`src/hw/rtl/gbs_pkg.sv`:
```
// ----------------------------------------------------------------------------
// gbs_pkg
// shared constants, types and helpers for the greedy box suppression core
// ----------------------------------------------------------------------------
package gbs_pkg;

  localparam int MAX_BOXES_DEF = 64;
  localparam int IDX_W_DEF     = $clog2(MAX_BOXES_DEF);

  localparam int COORD_W = 16;
  localparam int SCORE_W = 16;
  localparam int BOX_W   = 4 * COORD_W;
  localparam int WORD_W  = BOX_W + SCORE_W;

  localparam logic [15:0] THR_HALF  = 16'd32768;
  localparam logic [15:0] THR_RESET = 16'd32768;

  // register map, index = byte address / 4
  localparam logic REG_THRESHOLD = 1'b0;

  // result status of the overlap test pipeline
  typedef struct packed {
    logic valid;
    logic hit;
    logic busy;
  } iou_res_t;

  // clamped extent, zero when hi is not above lo
  function automatic logic [COORD_W-1:0] span16(input logic [COORD_W-1:0] lo,
                                                input logic [COORD_W-1:0] hi);
    span16 = (hi > lo) ? (hi - lo) : '0;
  endfunction

endpackage

```
`src/hw/rtl/gbs_iou.sv`:
```
// ----------------------------------------------------------------------------
// gbs_iou
// pipelined overlap test: inter * 65536 > thr * union, without division
// ----------------------------------------------------------------------------
module gbs_iou import gbs_pkg::*; #(
  parameter int TAG_W = IDX_W_DEF
) (
  input  logic             clk,
  input  logic             rst,
  input  logic             in_valid,
  input  logic [BOX_W-1:0] box_a,
  input  logic [BOX_W-1:0] box_b,
  input  logic [15:0]      thr,
  input  logic [TAG_W-1:0] in_tag,
  output iou_res_t         res,
  output logic [TAG_W-1:0] res_tag
);

  logic [COORD_W-1:0] ax1, ay1, ax2, ay2, bx1, by1, bx2, by2;
  logic [COORD_W-1:0] ix1, iy1, ix2, iy2;

  // stage 1: clamped spans
  logic               v1;
  logic [COORD_W-1:0] iw, ih, wa, ha, wb, hb;
  logic [TAG_W-1:0]   tag1;
  // stage 2: areas
  logic               v2;
  logic [31:0]        inter2, aa2, ab2;
  logic [TAG_W-1:0]   tag2;
  // stage 3: union
  logic               v3;
  logic [31:0]        inter3;
  logic [32:0]        uni3;
  logic [TAG_W-1:0]   tag3;
  // stage 4: scaled union
  logic               v4;
  logic [31:0]        inter4;
  logic [48:0]        prod4;
  logic               uz4;
  logic [TAG_W-1:0]   tag4;

  assign ax1 = box_a[15:0];
  assign ay1 = box_a[31:16];
  assign ax2 = box_a[47:32];
  assign ay2 = box_a[63:48];
  assign bx1 = box_b[15:0];
  assign by1 = box_b[31:16];
  assign bx2 = box_b[47:32];
  assign by2 = box_b[63:48];

  assign ix1 = (ax1 > bx1) ? ax1 : bx1;
  assign iy1 = (ay1 > by1) ? ay1 : by1;
  assign ix2 = (ax2 < bx2) ? ax2 : bx2;
  assign iy2 = (ay2 < by2) ? ay2 : by2;

  always_ff @(posedge clk) begin
    if (rst) begin
      v1 <= 1'b0;
      v2 <= 1'b0;
      v3 <= 1'b0;
      v4 <= 1'b0;
    end else begin
      v1 <= in_valid;
      v2 <= v1;
      v3 <= v2;
      v4 <= v3;
    end
  end

  always_ff @(posedge clk) begin
    iw   <= span16(ix1, ix2);
    ih   <= span16(iy1, iy2);
    wa   <= span16(ax1, ax2);
    ha   <= span16(ay1, ay2);
    wb   <= span16(bx1, bx2);
    hb   <= span16(by1, by2);
    tag1 <= in_tag;

    inter2 <= {16'b0, iw} * {16'b0, ih};
    aa2    <= {16'b0, wa} * {16'b0, ha};
    ab2    <= {16'b0, wb} * {16'b0, hb};
    tag2   <= tag1;

    inter3 <= inter2;
    uni3   <= {1'b0, aa2} + {1'b0, ab2} - {1'b0, inter2};
    tag3   <= tag2;

    inter4 <= inter3;
    prod4  <= {33'b0, thr} * {16'b0, uni3};
    uz4    <= (uni3 == '0);
    tag4   <= tag3;
  end

  assign res.valid = v4;
  assign res.hit   = !uz4 && ({1'b0, inter4, 16'h0000} > prod4);
  assign res.busy  = v1 | v2 | v3 | v4;
  assign res_tag   = tag4;

endmodule

```
`config.mk`:
```
export PLATFORM = sky130hd
export DESIGN_NAME = gbs_iou
export DESIGN_NICKNAME = d
export VERILOG_FILES = /design/src/hw/rtl/gbs_pkg.sv /design/src/hw/rtl/gbs_iou.sv
export SDC_FILE = /design/constraint.sdc
export NUM_CORES = 2
export LEC_CHECK = 0
export BUFFER_PORTS_ARGS = -buffer_cell sky130_fd_sc_hd__buf_2
export CAP_MARGIN = 20
export CORE_MARGIN = 2
export CORE_UTILIZATION = 55
export CTS_BUF_LIST = sky130_fd_sc_hd__clkbuf_16
export CTS_CLUSTER_DIAMETER = 30
export DETAILED_ROUTE_END_ITERATION = 10
export GPL_ROUTABILITY_DRIVEN = 1
export MAX_ROUTING_LAYER = met4
export PLACE_DENSITY = 0.72
export SLEW_MARGIN = 20
export SYNTH_ARGS = -nofsm -noshare
export SYNTH_HDL_FRONTEND = slang
export SYNTH_SLANG_ARGS = --single-unit
```
`constraint.sdc`:
```
create_clock -name clk -period 8.2 [get_ports clk]
set_input_delay 0.82 -clock clk [delete_from_list [all_inputs] [get_ports clk]]
set_output_delay 0.82 -clock clk [all_outputs]
set_load 0.01 [all_outputs]
```
==> summary.txt <==
Setup path
  – Terminus of the critical flop-to-flop path: prod4[41]$_DFF_P_
  – Critical Path AT: 7.68 ns
  – Buf/Inv on CP: 5
  – Worst-path maximum fanout: 17
  – Destination of the critical timing path: prod4[41]$_DFF_P_
  – Crit-path cells: nand2_1 > fa_1 > inv_1 > fa_1 > inv_1 > fa_1 > inv_1 > fa_1 > fa_1 > inv_1 > fa_1 > inv_1 > ha_1 > a21oi_1 > o21ai_0 > or3_1 > o21ba_2 > a21oi_1 > o31ai_1 > a21bo_2 > a221oi_2 > xnor2_1
  – FF-to-FF path depth: 22
  – Crit path kind: flop to flop
  – Crit path depth: 22
  – Critical R2R Launch: uni3[5]$_DFF_P_
  – CP required: between 8 and 9 ns
  – Max stage delay on crit path: between 0.9 and 1 ns
  – Worst Setup End Kind: flop
  – Startpoint types: flop
  – Critical Path Most Common Cell: fa_1
  – CP delay by family, top: adder cells
  – CP Launch Point: uni3[5]$_DFF_P_
  – R2r setup slk: ~1.0 ns
  – Slowest-stage cell, CP: dfxtp_1

Clocking
  – CTS tree: yes
  – Post-CTS resize count: 0
  – Postcts setup bufs: 0
  – Clock transition at path regs: about 0.050 ns
  – Sink Count: 367
  – Htree depth: 3
  – Cts bufs inserted: 67
  – Clock root cell: clkbuf_16
  – Max Root-Sink Buffers: 3
  – Clock latency on the worst-skew pair: 0.61 ns
  – Post-CTS Hold Fix Bufs: 0

Finish
  – Nets: between 8000 and 9000
  – Final Instance Area: 63800 sq um
  – Synth-to-layout area growth: 7.28%
  – Share of cells above drive strength 1: 0.0542
  – Finished Layout Cells: 8213

Logic synthesis
  – Synthesized netlist net count: approximately 8500
  – Count of cell types in the netlist: 75
  – EDFF count, synth: 0
  – Post-synthesis instance total: between 6000 and 7000
  – Sequential share of the synthesized area: 0.123
  – Synth warn: 0
  – Ys flop type: dfxtp_1
  – Synthesized area: a little under 60000 sq um
  – Async set-or-reset flop fraction in the synthesized netlist: 0
  – Flops & latches, synth: between 300 and 400
  – Syn_area_per_cell: between 8 and 9 sq um

Global route
  – Largest net degree at the start of global routing: 34
  – Total GRT Usage: 0.298
  – Global route overflow: 0
  – Initial antenna violation count: 8
  – Vias in the first global route: 48900
  – Global-route wire length before repair: ~260000 um

Route
  – Initial DRC Count: between 3000 and 4000
  – Vias post-DR: ~45000
  – DR WL met2: 72200 um
  – Via-per-instance ratio: between 5 and 6
  – M1 WL: 63300 um
  – Met3 WL: about 10000 um
  – DRT Pass-1 Iters: 6
  – Drc violations: 0
  – Highest routed layer: met4
  – Routed Antenna Nets: 0
  – Per-cell routed wire length: ~19 um
  – Final wirelength: roughly 150000 um

Worst hold path
  – Worst Hold Depth: 1
  – HP Class: primary input to flop
  – Hold_sp: in_tag[4]

Timing
  – Final hold slack: about 0.30 ns
  – FMAX: approximately 140 MHz
  – Endpoints failing setup: 0
  – Final Skew: 0.0491 ns
  – Final period utilization: 0.872
  – Max-slew violations: 0
  – RSZ-0062 raised after global routing: false
  – Minimum clock period: 7.15 ns
  – Final hold vios: 0
  – Least-Margin Pin Slew: roughly 1.1 ns
  – Normalized max-slew margin: 0.252
  – Setup TNS: 0 ns

Die
  – DIE AREA: between 100000 and 150000 sq um
  – Initial Utilization: 0.555
  – Die Wd: approximately 330 um
  – Rows: 120
  – Die height: 333 um
  – IO Count: ~160
  – Core area: around 110000 sq um

Placement
  – DP Area: 61600 sq um
  – RePlAce Congestion: a little over 1
  – Port bufs: around 160
  – Post-detail-place hpwl: approximately 120000 um
  – Dpl cells: approximately 8100

Flow run
  – Max Cap Violations: 0

Status
  – Status: finished, final reports clean
[through the flow]
step | util | worst slack [ns]
6_report | 0.595 | 1.05
5_1_grt | 0.595 | 0.795
4_1_cts | 0.595 | 1.14
3_5_place_dp | 0.574 | 0.807
3_3_place_gp | 0.574 | 0.883
2_1_floorplan | - | 1.73
[synthesized netlist by cell type (56+ instances only)]
cell / number / area [sq um]
inv_1: 1494 / 5610
fa_1: 1052 / 21100
nand2_1: 933 / 3500
ha_1: 656 / 8210
and2_1: 484 / 3030
dfxtp_1: 367 / 7350
a21oi_1: 206 / 1030
clkbuf_1: 188 / 706
nor2_1: 172 / 646
a21o_1: 144 / 1080
o21ai_0: 132 / 661
xnor2_1: 128 / 1120
xor2_1: 68 / 596
nor3_1: 56 / 280
[registers in the layout, summed over array words and instances (netlist names), 32 cells and up]
register  count
inter4       32
inter3       32
inter2       32
ab2          32
uni3         33
aa2          32
prod4        49
[cell usage in the layout (no fill, tap or decap), drive strengths merged, types with 172 or more instances in the layout]
cell | synthesis | final
a21oi | 206 | 206
fa | 1052 | 1052
buf | 15 | 201
ha | 656 | 656
nand2 | 933 | 933
nor2 | 172 | 172
inv | 1494 | 1514
and2 | 484 | 484
dfxtp | 367 | 367
[worst min-delay path by stage]
stage / to / slack (ns)
after floorplan: inter4[0]$_DFF_P_ / 0.31
after global placement: tag3[3]$_DFF_P_ / 0.31
after detailed placement: inter4[11]$_DFF_P_ / 0.31
after CTS: tag1[4]$_DFF_P_ / 0.28
after global routing: tag1[2]$_DFF_P_ / 0.29
final: tag1[4]$_DFF_P_ / 0.30
[per-layer routing]
layer / vias to the layer above / GRT usage
li1: 20700 / -
met1: 22500 / 0.379
met2: 1627 / 0.482
met3: 402 / 0.0398
met4: 0 / 0.118
met5: - / -
[area by class of cell]
| type | count | area, sq um |
|---|---|---|
| Tap cell | 1403 | 1760 |
| Fill cell | 9410 | 43400 |
| Clock inverter | 55 | 558 |
| Timing Repair Buffer | 201 | 1110 |
| Sequential cell | 367 | 7350 |
| Antenna cell | 4 | 10.0 |
| Multi-Input combinational cell | 4621 | 45700 |
| Clock buffer | 68 | 1700 |
| Inverter | 1494 | 5610 |
[kinds of logic (layout without fill, tap and decap cells)]
logic type      after synthesis  after routing  synth area share
compound gates              760            760            0.0844
xor+xnor                    196            196            0.0289
fa+ha+maj                  1708           1708             0.492
flops                       367            367             0.123
buf+inv                    1697           1818             0.108
simple gates               1888           1888             0.151
other cells                   0              4                 0
mux                          69             69            0.0127
Power is not shown: default switching activity piles up to over one toggle a cycle in this logic, so the estimate is an artifact.
